<file path="src/hdl/dcf_pkg.sv">
package dcf_pkg;

  localparam int unsigned FrameBits   = 59;
  localparam int unsigned CountBits   = 6;
  localparam int unsigned DiffBits    = 16;
  localparam int unsigned ApbAddrBits = 4;
  localparam int unsigned ApbDataBits = 32;

  localparam logic [15:0] ThresholdReset = 16'd150;
  localparam logic [15:0] GapReset       = 16'd1600;

  localparam logic [1:0] RegEnabled   = 2'd0;
  localparam logic [1:0] RegThreshold = 2'd1;
  localparam logic [1:0] RegGap       = 2'd2;

  typedef enum logic [1:0] {
    CMD_NOP,
    CMD_RESTART,
    CMD_PULSE
  } cmd_op_e;

  typedef struct packed {
    cmd_op_e op;
    logic    bit_val;
    logic    start_ok;
  } cmd_t;

endpackage

</file>
<file path="src/hdl/dcf_if.sv">
interface dcf_in_if;
  logic        valid;
  logic        ready;
  logic        action;
  logic [31:0] tick;
  logic        pin_level;

  modport source (output valid, output action, output tick, output pin_level, input ready);
  modport sink (input valid, input action, input tick, input pin_level, output ready);
endinterface

interface dcf_out_if;
  logic       valid;
  logic       ready;
  logic       time_valid;
  logic [6:0] minutes;
  logic [5:0] hours;
  logic [5:0] day_of_month;
  logic [2:0] day_of_week;
  logic [4:0] month;
  logic [7:0] year;
  logic [5:0] bits_collected;

  modport source (output valid, output time_valid, output minutes, output hours,
                  output day_of_month, output day_of_week, output month, output year,
                  output bits_collected, input ready);
  modport sink (input valid, input time_valid, input minutes, input hours,
                input day_of_month, input day_of_week, input month, input year,
                input bits_collected, output ready);
endinterface

</file>
<file path="src/hdl/dcf_front.sv">
module dcf_front (
  input  logic         clk_i,
  input  logic         rst_ni,
  dcf_in_if.sink       in_if,
  input  logic         enabled_i,
  input  logic [15:0]  one_bit_threshold_i,
  input  logic [15:0]  minute_gap_i,
  input  logic         full_i,
  output logic         push_o,
  output dcf_pkg::cmd_t cmd_o
);
  import dcf_pkg::*;

  logic                have_prev_q, have_prev_d;
  logic [DiffBits-1:0] prev_start_q, prev_start_d;
  logic [DiffBits-1:0] period_q, period_d;
  logic [DiffBits-1:0] diff;
  logic                accept;

  assign in_if.ready = !full_i;
  assign accept      = in_if.valid && !full_i;
  assign push_o      = accept;
  assign diff        = in_if.tick[DiffBits-1:0] - prev_start_q;

  always_comb begin
    have_prev_d    = have_prev_q;
    prev_start_d   = prev_start_q;
    period_d       = period_q;
    cmd_o.op       = CMD_NOP;
    cmd_o.bit_val  = (diff >= one_bit_threshold_i);
    cmd_o.start_ok = (period_q > minute_gap_i);
    if (in_if.action) begin
      cmd_o.op = CMD_RESTART;
    end else if (enabled_i) begin
      if (!have_prev_q) begin
        have_prev_d  = 1'b1;
        prev_start_d = in_if.tick[DiffBits-1:0];
      end else if (in_if.pin_level) begin
        period_d     = diff;
        prev_start_d = in_if.tick[DiffBits-1:0];
      end else begin
        cmd_o.op = CMD_PULSE;
      end
    end
  end

  always_ff @(posedge clk_i or negedge rst_ni) begin
    if (!rst_ni) begin
      have_prev_q  <= 1'b0;
      prev_start_q <= '0;
      period_q     <= '0;
    end else if (accept) begin
      have_prev_q  <= have_prev_d;
      prev_start_q <= prev_start_d;
      period_q     <= period_d;
    end
  end

endmodule

</file>
<file path="src/hdl/dcf_queue.sv">
module dcf_queue (
  input  logic          clk_i,
  input  logic          rst_ni,
  input  logic          push_i,
  input  dcf_pkg::cmd_t data_i,
  input  logic          pop_i,
  output dcf_pkg::cmd_t data_o,
  output logic          full_o,
  output logic          empty_o
);
  import dcf_pkg::*;

  cmd_t       mem_q [2];
  logic       wr_ptr_q, rd_ptr_q;
  logic [1:0] count_q;
  logic       do_push, do_pop;

  assign full_o  = (count_q == 2'd2);
  assign empty_o = (count_q == 2'd0);
  assign do_push = push_i && !full_o;
  assign do_pop  = pop_i && !empty_o;
  assign data_o  = mem_q[rd_ptr_q];

  always_ff @(posedge clk_i) begin
    if (do_push) begin
      mem_q[wr_ptr_q] <= data_i;
    end
  end

  always_ff @(posedge clk_i or negedge rst_ni) begin
    if (!rst_ni) begin
      wr_ptr_q <= 1'b0;
      rd_ptr_q <= 1'b0;
      count_q  <= 2'd0;
    end else begin
      if (do_push) begin
        wr_ptr_q <= !wr_ptr_q;
      end
      if (do_pop) begin
        rd_ptr_q <= !rd_ptr_q;
      end
      case ({do_push, do_pop})
        2'b10:   count_q <= count_q + 2'd1;
        2'b01:   count_q <= count_q - 2'd1;
        default: count_q <= count_q;
      endcase
    end
  end

endmodule

</file>
<file path="src/hdl/dcf_back.sv">
module dcf_back (
  input  logic          clk_i,
  input  logic          rst_ni,
  input  dcf_pkg::cmd_t cmd_i,
  input  logic          empty_i,
  output logic          pop_o,
  dcf_out_if.source     out_if
);
  import dcf_pkg::*;

  function automatic logic [7:0] wt(input logic b, input logic [7:0] w);
    return b ? w : 8'd0;
  endfunction

  logic                 out_valid_q;
  logic [CountBits-1:0] bit_count_q, bit_count_d;
  logic [FrameBits-1:0] frame_q, frame_d;
  logic                 received_q, received_d;
  logic [6:0]           minutes_q, minutes_d;
  logic [5:0]           hours_q, hours_d;
  logic [5:0]           mday_q, mday_d;
  logic [2:0]           wday_q, wday_d;
  logic [4:0]           month_q, month_d;
  logic [7:0]           year_q, year_d;
  logic [7:0]           min_sum, hour_sum, mday_sum, wday_sum, month_sum, year_sum;

  assign pop_o = !empty_i && (!out_valid_q || out_if.ready);

  always_comb begin
    min_sum   = wt(frame_q[21], 8'd1) + wt(frame_q[22], 8'd2) + wt(frame_q[23], 8'd4)
              + wt(frame_q[24], 8'd8) + wt(frame_q[25], 8'd10) + wt(frame_q[26], 8'd20)
              + wt(frame_q[27], 8'd40);
    hour_sum  = wt(frame_q[29], 8'd1) + wt(frame_q[30], 8'd2) + wt(frame_q[31], 8'd4)
              + wt(frame_q[32], 8'd8) + wt(frame_q[33], 8'd10) + wt(frame_q[34], 8'd20);
    mday_sum  = wt(frame_q[36], 8'd1) + wt(frame_q[37], 8'd2) + wt(frame_q[38], 8'd4)
              + wt(frame_q[39], 8'd8) + wt(frame_q[40], 8'd10) + wt(frame_q[41], 8'd20);
    wday_sum  = wt(frame_q[42], 8'd1) + wt(frame_q[43], 8'd2) + wt(frame_q[44], 8'd4);
    month_sum = wt(frame_q[45], 8'd1) + wt(frame_q[46], 8'd2) + wt(frame_q[47], 8'd4)
              + wt(frame_q[48], 8'd8) + wt(frame_q[49], 8'd10);
    year_sum  = wt(frame_q[50], 8'd1) + wt(frame_q[51], 8'd2) + wt(frame_q[52], 8'd4)
              + wt(frame_q[53], 8'd8) + wt(frame_q[54], 8'd10) + wt(frame_q[55], 8'd20)
              + wt(frame_q[56], 8'd40) + wt(frame_q[57], 8'd80);
  end

  always_comb begin
    bit_count_d = bit_count_q;
    frame_d     = frame_q;
    received_d  = received_q;
    minutes_d   = minutes_q;
    hours_d     = hours_q;
    mday_d      = mday_q;
    wday_d      = wday_q;
    month_d     = month_q;
    year_d      = year_q;
    case (cmd_i.op)
      CMD_RESTART: begin
        bit_count_d = '0;
        received_d  = 1'b0;
      end
      CMD_PULSE: begin
        if (bit_count_q != '0 || cmd_i.start_ok) begin
          if (bit_count_q < CountBits'(FrameBits)) begin
            frame_d[bit_count_q] = cmd_i.bit_val;
            bit_count_d          = bit_count_q + CountBits'(1);
          end else begin
            minutes_d   = min_sum[6:0];
            hours_d     = hour_sum[5:0];
            mday_d      = mday_sum[5:0];
            wday_d      = wday_sum[2:0];
            month_d     = month_sum[4:0];
            year_d      = year_sum;
            bit_count_d = '0;
            received_d  = 1'b1;
          end
        end
      end
      default: begin
      end
    endcase
  end

  always_ff @(posedge clk_i or negedge rst_ni) begin
    if (!rst_ni) begin
      out_valid_q <= 1'b0;
      bit_count_q <= '0;
      frame_q     <= '0;
      received_q  <= 1'b0;
      minutes_q   <= '0;
      hours_q     <= '0;
      mday_q      <= '0;
      wday_q      <= '0;
      month_q     <= '0;
      year_q      <= '0;
    end else begin
      if (pop_o) begin
        out_valid_q <= 1'b1;
        bit_count_q <= bit_count_d;
        frame_q     <= frame_d;
        received_q  <= received_d;
        minutes_q   <= minutes_d;
        hours_q     <= hours_d;
        mday_q      <= mday_d;
        wday_q      <= wday_d;
        month_q     <= month_d;
        year_q      <= year_d;
      end else if (out_if.ready) begin
        out_valid_q <= 1'b0;
      end
    end
  end

  assign out_if.valid          = out_valid_q;
  assign out_if.time_valid     = received_q;
  assign out_if.minutes        = minutes_q;
  assign out_if.hours          = hours_q;
  assign out_if.day_of_month   = mday_q;
  assign out_if.day_of_week    = wday_q;
  assign out_if.month          = month_q;
  assign out_if.year           = year_q;
  assign out_if.bits_collected = bit_count_q;

endmodule

</file>
<file path="src/hdl/dcf77_time_frame_decoder_core.sv">
// DCF77 time-frame decoder. Each input word is a timestamped pin edge or a
// restart command; each one yields exactly one output word showing the frame
// state after it. Words are accepted one per cycle while the queue is not full;
// the front classifies the word in the accepting cycle and pushes a command
// into a two-entry queue, and the back end pops it into its state and output
// register once that register is free. While the output stalls, the queue
// takes up to two words before the input stalls. Registers on the APB port:
// 0x0 enable, 0x4 one-bit width threshold, 0x8 minute gap; write them only
// while no word is in flight.
module dcf77_time_frame_decoder_core (
  input  logic                               clk_i,
  input  logic                               rst_ni,
  dcf_in_if.sink                             in_if,
  dcf_out_if.source                          out_if,
  input  logic                               psel,
  input  logic                               penable,
  input  logic                               pwrite,
  input  logic [dcf_pkg::ApbAddrBits-1:0]    paddr,
  input  logic [dcf_pkg::ApbDataBits-1:0]    pwdata,
  output logic [dcf_pkg::ApbDataBits-1:0]    prdata,
  output logic                               pready
);
  import dcf_pkg::*;

  logic        enabled_q;
  logic [15:0] threshold_q;
  logic [15:0] gap_q;
  logic        cfg_we;
  logic        push, pop, full, empty;
  cmd_t        push_cmd, pop_cmd;

  assign pready = 1'b1;
  assign cfg_we = psel && penable && pwrite;

  always_ff @(posedge clk_i or negedge rst_ni) begin
    if (!rst_ni) begin
      enabled_q   <= 1'b0;
      threshold_q <= ThresholdReset;
      gap_q       <= GapReset;
    end else if (cfg_we) begin
      case (paddr[3:2])
        RegEnabled:   enabled_q   <= pwdata[0];
        RegThreshold: threshold_q <= pwdata[15:0];
        RegGap:       gap_q       <= pwdata[15:0];
        default: begin
        end
      endcase
    end
  end

  always_comb begin
    case (paddr[3:2])
      RegEnabled:   prdata = {{(ApbDataBits-1){1'b0}}, enabled_q};
      RegThreshold: prdata = {{(ApbDataBits-16){1'b0}}, threshold_q};
      RegGap:       prdata = {{(ApbDataBits-16){1'b0}}, gap_q};
      default:      prdata = '0;
    endcase
  end

  dcf_front u_front (
    .clk_i               (clk_i),
    .rst_ni              (rst_ni),
    .in_if               (in_if),
    .enabled_i           (enabled_q),
    .one_bit_threshold_i (threshold_q),
    .minute_gap_i        (gap_q),
    .full_i              (full),
    .push_o              (push),
    .cmd_o               (push_cmd)
  );

  dcf_queue u_queue (
    .clk_i   (clk_i),
    .rst_ni  (rst_ni),
    .push_i  (push),
    .data_i  (push_cmd),
    .pop_i   (pop),
    .data_o  (pop_cmd),
    .full_o  (full),
    .empty_o (empty)
  );

  dcf_back u_back (
    .clk_i   (clk_i),
    .rst_ni  (rst_ni),
    .cmd_i   (pop_cmd),
    .empty_i (empty),
    .pop_o   (pop),
    .out_if  (out_if)
  );

endmodule

</file>
<file path="src/flat_wrapper.sv">
// flat-port wrapper written by rule: the top's interface ports become plain ports
module dcf77_time_frame_decoder_core_flat import dcf_pkg::*;
  (clk_i, rst_ni, psel, penable, pwrite, paddr, pwdata, prdata, pready, in_if_valid, in_if_action, in_if_tick, in_if_pin_level, in_if_ready, out_if_valid, out_if_time_valid, out_if_minutes, out_if_hours, out_if_day_of_month, out_if_day_of_week, out_if_month, out_if_year, out_if_bits_collected, out_if_ready);
  dcf_in_if in_if_i ();
  dcf_out_if out_if_i ();
  input  logic clk_i;
  input  logic rst_ni;
  input  logic psel;
  input  logic penable;
  input  logic pwrite;
  input  logic [dcf_pkg::ApbAddrBits-1:0] paddr;
  input  logic [dcf_pkg::ApbDataBits-1:0] pwdata;
  output logic [dcf_pkg::ApbDataBits-1:0] prdata;
  output logic pready;
  input wire logic [$bits(in_if_i.valid)-1:0] in_if_valid;
  input wire logic [$bits(in_if_i.action)-1:0] in_if_action;
  input wire logic [$bits(in_if_i.tick)-1:0] in_if_tick;
  input wire logic [$bits(in_if_i.pin_level)-1:0] in_if_pin_level;
  output wire logic [$bits(in_if_i.ready)-1:0] in_if_ready;
  output wire logic [$bits(out_if_i.valid)-1:0] out_if_valid;
  output wire logic [$bits(out_if_i.time_valid)-1:0] out_if_time_valid;
  output wire logic [$bits(out_if_i.minutes)-1:0] out_if_minutes;
  output wire logic [$bits(out_if_i.hours)-1:0] out_if_hours;
  output wire logic [$bits(out_if_i.day_of_month)-1:0] out_if_day_of_month;
  output wire logic [$bits(out_if_i.day_of_week)-1:0] out_if_day_of_week;
  output wire logic [$bits(out_if_i.month)-1:0] out_if_month;
  output wire logic [$bits(out_if_i.year)-1:0] out_if_year;
  output wire logic [$bits(out_if_i.bits_collected)-1:0] out_if_bits_collected;
  input wire logic [$bits(out_if_i.ready)-1:0] out_if_ready;
  assign in_if_i.valid = in_if_valid;
  assign in_if_i.action = in_if_action;
  assign in_if_i.tick = in_if_tick;
  assign in_if_i.pin_level = in_if_pin_level;
  assign in_if_ready = in_if_i.ready;
  assign out_if_valid = out_if_i.valid;
  assign out_if_time_valid = out_if_i.time_valid;
  assign out_if_minutes = out_if_i.minutes;
  assign out_if_hours = out_if_i.hours;
  assign out_if_day_of_month = out_if_i.day_of_month;
  assign out_if_day_of_week = out_if_i.day_of_week;
  assign out_if_month = out_if_i.month;
  assign out_if_year = out_if_i.year;
  assign out_if_bits_collected = out_if_i.bits_collected;
  assign out_if_i.ready = out_if_ready;
  dcf77_time_frame_decoder_core u_core (.clk_i(clk_i), .rst_ni(rst_ni), .in_if(in_if_i), .out_if(out_if_i), .psel(psel), .penable(penable), .pwrite(pwrite), .paddr(paddr), .pwdata(pwdata), .prdata(prdata), .pready(pready));
endmodule
</file>
<file path="config.mk">
export PLATFORM = sky130hd
export DESIGN_NAME = dcf77_time_frame_decoder_core_flat
export DESIGN_NICKNAME = d
export VERILOG_FILES = /design/src/hdl/dcf_pkg.sv /design/src/hdl/dcf_if.sv /design/src/hdl/dcf_front.sv /design/src/hdl/dcf_queue.sv /design/src/hdl/dcf_back.sv /design/src/hdl/dcf77_time_frame_decoder_core.sv /design/src/flat_wrapper.sv
export SDC_FILE = /design/constraint.sdc
export NUM_CORES = 1
export LEC_CHECK = 0
export BUFFER_PORTS_ARGS = -buffer_cell sky130_fd_sc_hd__buf_4
export CAP_MARGIN = 20
export CORE_ASPECT_RATIO = 1.4
export CORE_MARGIN = 3
export CORE_UTILIZATION = 40
export DETAILED_ROUTE_END_ITERATION = 10
export GPL_TIMING_DRIVEN = 0
export MAX_ROUTING_LAYER = met4
export SLEW_MARGIN = 20
export SYNTH_ARGS = -nofsm -noshare
export SYNTH_HDL_FRONTEND = slang
export SYNTH_HIERARCHICAL = 1
export SYNTH_SLANG_ARGS = --single-unit
</file>
<file path="constraint.sdc">
create_clock -name clk_i -period 5.3 [get_ports clk_i]
set_input_delay 0.265 -clock clk_i [delete_from_list [all_inputs] [get_ports clk_i]]
set_output_delay 0.265 -clock clk_i [all_outputs]
set_load 0.02 [all_outputs]
</file>
# [Word-level counts from Yosys, hierarchy flattened]
# Memories as Yosys holds them, arrays and structs flattened.
# Index checks and enable logic that the tools add are counted.
[totals] output_inout_bits=77 wordCells=156 ramBits=8 memories=1 regBits=172 in_bits=77
[mem_list] name="u_core.u_queue.mem_q" depth=2 width=4 rd=1 rd_clocked_by_memory_dff=0 wr=1 line="dcf_queue.sv:13" rtl="cmd_t mem_q [2];"
[classes] order_cmp=5 muxes=56 n_eq_ne=10 bitwise=2 add_sub_neg=33 n_reduce_logical=30
[ops] operator="$bwmux W59" n=1
[ops] operator="$pmux W16 S3" n=1
[ops] operator="$mux W4" n=10
[ops] operator="$mux W16" n=2
[ops] operator="$add A4 B4 Y5" n=5
[ops] operator="$add A5 B4 Y6" n=4
[ops] operator="$mux W6" n=4
[ops] operator="$add A3 B3 Y4" n=5
[ops] operator="$mux W2" n=10
[ops] operator="$mux W5" n=4
[ops] operator="$add A1 B2 Y3" n=6
[ops] operator="$mux W3" n=6
[ops] operator="$ge A16 B16 Y1" n=1
[ops] operator="$gt A16 B16 Y1" n=1
[ops] operator="$reduce_and A4 Y1" n=4
[ops] operator="$sub A16 B16 Y16" n=1
[ops] operator="$add A6 B5 Y7" n=2
[ops] operator="$mux W1" n=13
[ops] operator="$add A6 B5 Y6" n=2
[ops] operator="$pmux W6 S2" n=1
[ops] operator="$add A7 B6 Y8" n=1
[ops] operator="$add A8 B7 Y8" n=1
[ops] operator="$eq A2 B2 Y1 const B" n=4
[ops] operator="$add A7 B6 Y7" n=1
[ops] operator="other kinds (24)" n=46

# [Longest topological paths before layout]
[depth] depth_word=8 depth_mapped=14 mapped_depth_nobuf=14

# [By module]
# Netlist, hierarchy kept.
[by_module_without_submodules] module="dcf_back" seq_area_each_um2=1951.9 cells_each=348 n_inst=1 area_each_um2=4245.3
[by_module_without_submodules] module="dcf_front" seq_area_each_um2=825.8 cells_each=317 n_inst=1 area_each_um2=2847.7
[by_module_without_submodules] module="dcf77_time_frame_decoder_core" seq_area_each_um2=834.6 cells_each=114 n_inst=1 area_each_um2=1599.0
[by_module_without_submodules] module="dcf_queue" seq_area_each_um2=340.3 cells_each=30 n_inst=1 area_each_um2=484.2

# [Worst setup path before layout]
# Ideal clock, no wire load.
[synth_path] path_type="register -> register" startpoint="register u_core.u_front.prev_start_q[0]" endpoint="memory u_core/u_queue/mem_q[0][1] (netlist name) (data pin)" path_slack_ps=2321 setup_ps=277 path_stages_with_launch=14 synth_period_minus_slack_ps=2979 required_time_ps=5023 t_arrival_ps=2702 path_buffers=0 path_cell_list="dfrtp_1 > ha_1 > fa_1 > nand2b_1 > a21oi_1 > o211ai_1 > and2_1 > o21ai_0 > xor2_1 > ha_1 > nand4_1 > a2111oi_0 > a221oi_1 > o21ai_0"
[synth_rtl] element="start: declaration" line="dcf_front.sv:15" rtl="logic [DiffBits-1:0] prev_start_q, prev_start_d;"
[synth_rtl] element="start signal: assignment" line="dcf_front.sv:54" rtl="prev_start_q <= prev_start_d;"
[synth_rtl] element="end: declaration" line="dcf_queue.sv:13"

==> out/results.ini <==
[clock_network]
path_clk_slew_ns=0.06
cts_buffer_depth=2
htree_num_levels=4
cts_inserted_buffers=17
holdBufCountCts=1
cts_tree=done
cts_root_buf=clkbuf_16
cts_resized=0
post_cts_buffers=0
cts_sinks=156
clk_latency_ns=0.42

[synthesis]
yosys.area_share.simple=0.111
synth_cell_types=72
synth_compound_area_frac=0.0860
synth_edf_count=8
synth_adder_area_share=0.112
syn_area_um2=9180
yosysWarningCount=6
ys_ff_latch=156
synth_flop_cell=dfrtp_1
async_flop_share=0.949
synth.area.mux_share=0.163
avgSynthCellArea_um2=11.3
synthCells=809
synth_top_family_by_area=multiplexers
synth_xor_area_frac=0.0286
yosysSeqAreaShare=0.431

[cells_and_area]
utilization=0.496
drive_above_1_share=0.325
area_delta_synth_final_pct=20.0
diodes=0
fin_nets=1102
layout.cells.non_filler=1257

[run_status]
outcome=complete, no violations

[grt]
grt_pass1_wl_um=32700
grt_remaining_overflow=0
grt_use_total=0.174
antenna_found_initial=0
grt_pass1_vias=6225
grt_max_degree=87

[setup_path]
cp_slowest_cell=a2111oi_0
reg2reg_from=u_core/u_front/prev_start_q[0]
arrival_ns=3.82
path_buf_inv=0
timing.rr.end=u_core/u_queue/mem_q[0][1]
r2r_slack_ns=1.67
crit_fanout=4
r2r_cells=13
cp_cell_sequence=ha_1 > fa_1 > nand2b_1 > a21oi_1 > o211ai_1 > and2_1 > o21ai_0 > xor2_1 > ha_1 > nand4_1 > a2111oi_0 > a221oi_1 > o21ai_0
cp_data_required_time_ns=5.49
critPathTopFamily=compound AO/OA/AOI/OAI gates
end_kind=flop
critPathKind=flop to flop
cp-start-kind=flop
critPathMaxStageDelay_ns=0.44

[floorplanning]
rows=64
die_h_um=185
ios=154
core_area_um2=22200
dieArea_um2=24800
start_util=0.414
die_w_um=134

[routing]
via_count=6200
drt_iter0_drc=290
ant_nets=0
dr.pass1.iters=4
wire_per_inst_um=16.2
viasPerCell=4.93
drc=0
routed_wl_um=20400

[timing]
setup_tns_ns=0
finalSetupViolCount=0
finalCritPeriodShare=0.684
finalMaxSlewViolations=0
fmax_ghz=0.276
period_minus_slack_ns=3.63
worst_pin_slew_ns=1.02
rsz0062_at_grt=no
fin_skew_ns=0.00841
hold_viol=0
slew_headroom=0.316

[placed_design]
dpl.hpwl_um=15800
port_buffers=102
dp_cells=1224
place_congestion=0.882

[job]
cap_violations=0

[worst_hold_path]
hp-class=primary input to flop
worstHoldStart=pwdata[9]
min_to=u_core/threshold_q[9]
min_path_cells=2

[pwr]
power_leakage_nw=5.51
ir_worst_vdd_uv=269
powerDensity_nw_per_um2=499

[synthesized netlist by cell type (3+ instances only)]
| cell | number | area, um2 |
|---|---|---|
| mux2_1 | 10 | 113 |
| a21oi_1 | 33 | 165 |
| edfxtp_1 | 8 | 240 |
| nor2b_1 | 14 | 87.6 |
| dfrtp_1 | 141 | 3530 |
| buf_6 | 7 | 78.8 |
| mux2_2 | 83 | 935 |
| mux2i_1 | 9 | 90.1 |
| mux2_4 | 24 | 360 |
| a211oi_1 | 3 | 22.5 |
| inv_1 | 79 | 297 |
| o211ai_1 | 5 | 37.5 |
| o21bai_1 | 4 | 30.0 |
| xor2_1 | 13 | 114 |
| nand3_1 | 8 | 40.0 |
| nor3b_1 | 3 | 22.5 |
| nor4_4 | 4 | 85.1 |
| nor3_1 | 9 | 45.0 |
| nand4_1 | 16 | 100 |
| dfstp_2 | 7 | 184 |
| buf_2 | 8 | 40.0 |
| o21ai_0 | 24 | 120 |
| a22o_1 | 15 | 131 |
| clkbuf_1 | 5 | 18.8 |
| nand3b_1 | 4 | 30.0 |
| buf_4 | 22 | 165 |
| fa_1 | 7 | 140 |
| xnor2_1 | 17 | 149 |
| and3_1 | 5 | 31.3 |
| nand2_1 | 63 | 236 |
| a31o_2 | 5 | 43.8 |
| ha_1 | 71 | 888 |
| a21o_1 | 10 | 75.1 |
| nand2b_1 | 7 | 43.8 |
| nor2_1 | 17 | 63.8 |
| nor4_1 | 5 | 31.3 |
[sequential cells by signal, indices dropped and copies added (netlist names), 2 cells and up]
name	cells
u_core/u_back/out_if.month	5
u_core/u_back/out_if.bits_collected	6
u_core/u_queue/count_q	2
u_core/u_front/period_q	16
u_core/u_queue/mem_q	8
u_core/threshold_q	16
u_core/u_back/out_if.minutes	7
u_core/u_back/out_if.day_of_month	6
u_core/u_back/out_if.year	8
u_core/u_back/frame_q	35
u_core/u_front/prev_start_q	16
u_core/u_back/out_if.day_of_week	3
u_core/gap_q	16
u_core/u_back/out_if.hours	6
[cells by family (layout without fill, tap and decap cells)]
| family | count (synthesis) | count (layout) |
|---|---|---|
| AND/OR/NAND/NOR | 175 | 175 |
| flip-flops | 156 | 156 |
| multiplexers | 126 | 126 |
| buffers and inverters | 124 | 260 |
| AO/OA/AOI/OAI | 118 | 118 |
| adder cells (fa/ha/maj) | 78 | 78 |
| XOR/XNOR | 30 | 30 |
| other | 2 | 17 |
[power breakdown]
part           leakage [nW]  total (mW)  switching [mW]  internal [mW]
registers              1.94        1.80           0.232           1.56
logic                  3.28        2.46            1.38           1.09
clock network         0.296        1.23           0.488          0.746
total                  5.51        5.49            2.10           3.40
[stage by stage]
stage	hold WS [ns]	cell area (um2)	setup slack [ns]	total power [mW]
final	0.0794	11000	1.67	5.49
after global routing	0.0604	11000	1.35	5.93
after CTS	0.0615	11000	1.64	5.55
after detailed placement	0.249	10400	1.63	4.29
after global placement	0.464	10400	1.71	4.24
after floorplan	-0.0306	9230	2.32	3.56
[metal layers]
layer | track usage | part of all wire | up-vias
met3 | 0.0326 | 0.030 | 10
met5 | - | 0 | -
met2 | 0.325 | 0.56 | 116
met4 | 0.0444 | 0.0089 | 0
li1 | - | - | 3081
met1 | 0.190 | 0.41 | 2993
[worst max path at each step]
stage	startpoint	endpoint	slack, ns	cells past startpoint
after floorplan	u_core/u_front/prev_start_q[0]	u_core/u_queue/mem_q[0][1]	2.32	13
after global placement	in_if_tick[0]	u_core/u_queue/mem_q[0][1]	1.71	15
after detailed placement	in_if_tick[0]	u_core/u_queue/mem_q[1][1]	1.63	15
after CTS	u_core/u_front/prev_start_q[0]	u_core/u_queue/mem_q[0][1]	1.64	13
after global routing	u_core/u_front/prev_start_q[0]	u_core/u_queue/mem_q[1][1]	1.35	13
final	u_core/u_front/prev_start_q[0]	u_core/u_queue/mem_q[0][1]	1.67	13
[placed cells by master (no fill, tap or decap), types with 3 or more instances in the layout]
master     count
a21oi_1       33
clkbuf_1       7
nor4_1         5
buf_2          8
o21bai_1       4
nor2_1        17
o211ai_1       5
nand2_1       63
mux2_2        83
nand3_1        8
fa_1           7
clkbuf_16     18
mux2_1        10
nor3_1         9
a31o_2         5
nor4_4         4
a22o_1        15
a211oi_1       3
nand2b_1       7
and3_1         5
buf_6          7
buf_4        123
ha_1          71
xnor2_1       17
mux2i_1        9
edfxtp_1       8
nor2b_1       14
xor2_1        13
dfrtp_1      141
inv_1         79
conb_1        17
nor3b_1        3
clkinv_2       5
dfstp_2        7
a21o_1        10
mux2_4        24
nand4_1       16
o21ai_0       24
nand3b_1       4
[area by class of cell]
type | instances | area, um2
fill | 2046 | 11200
multi-input combinational | 544 | 4660
sequential | 156 | 3950
timing repair buffer | 104 | 811
clock buffer | 22 | 485
tap | 297 | 372
buffer | 45 | 327
inverter | 79 | 297
clock inverter | 10 | 110
Note: power is estimated with default switching activity, not from simulation.
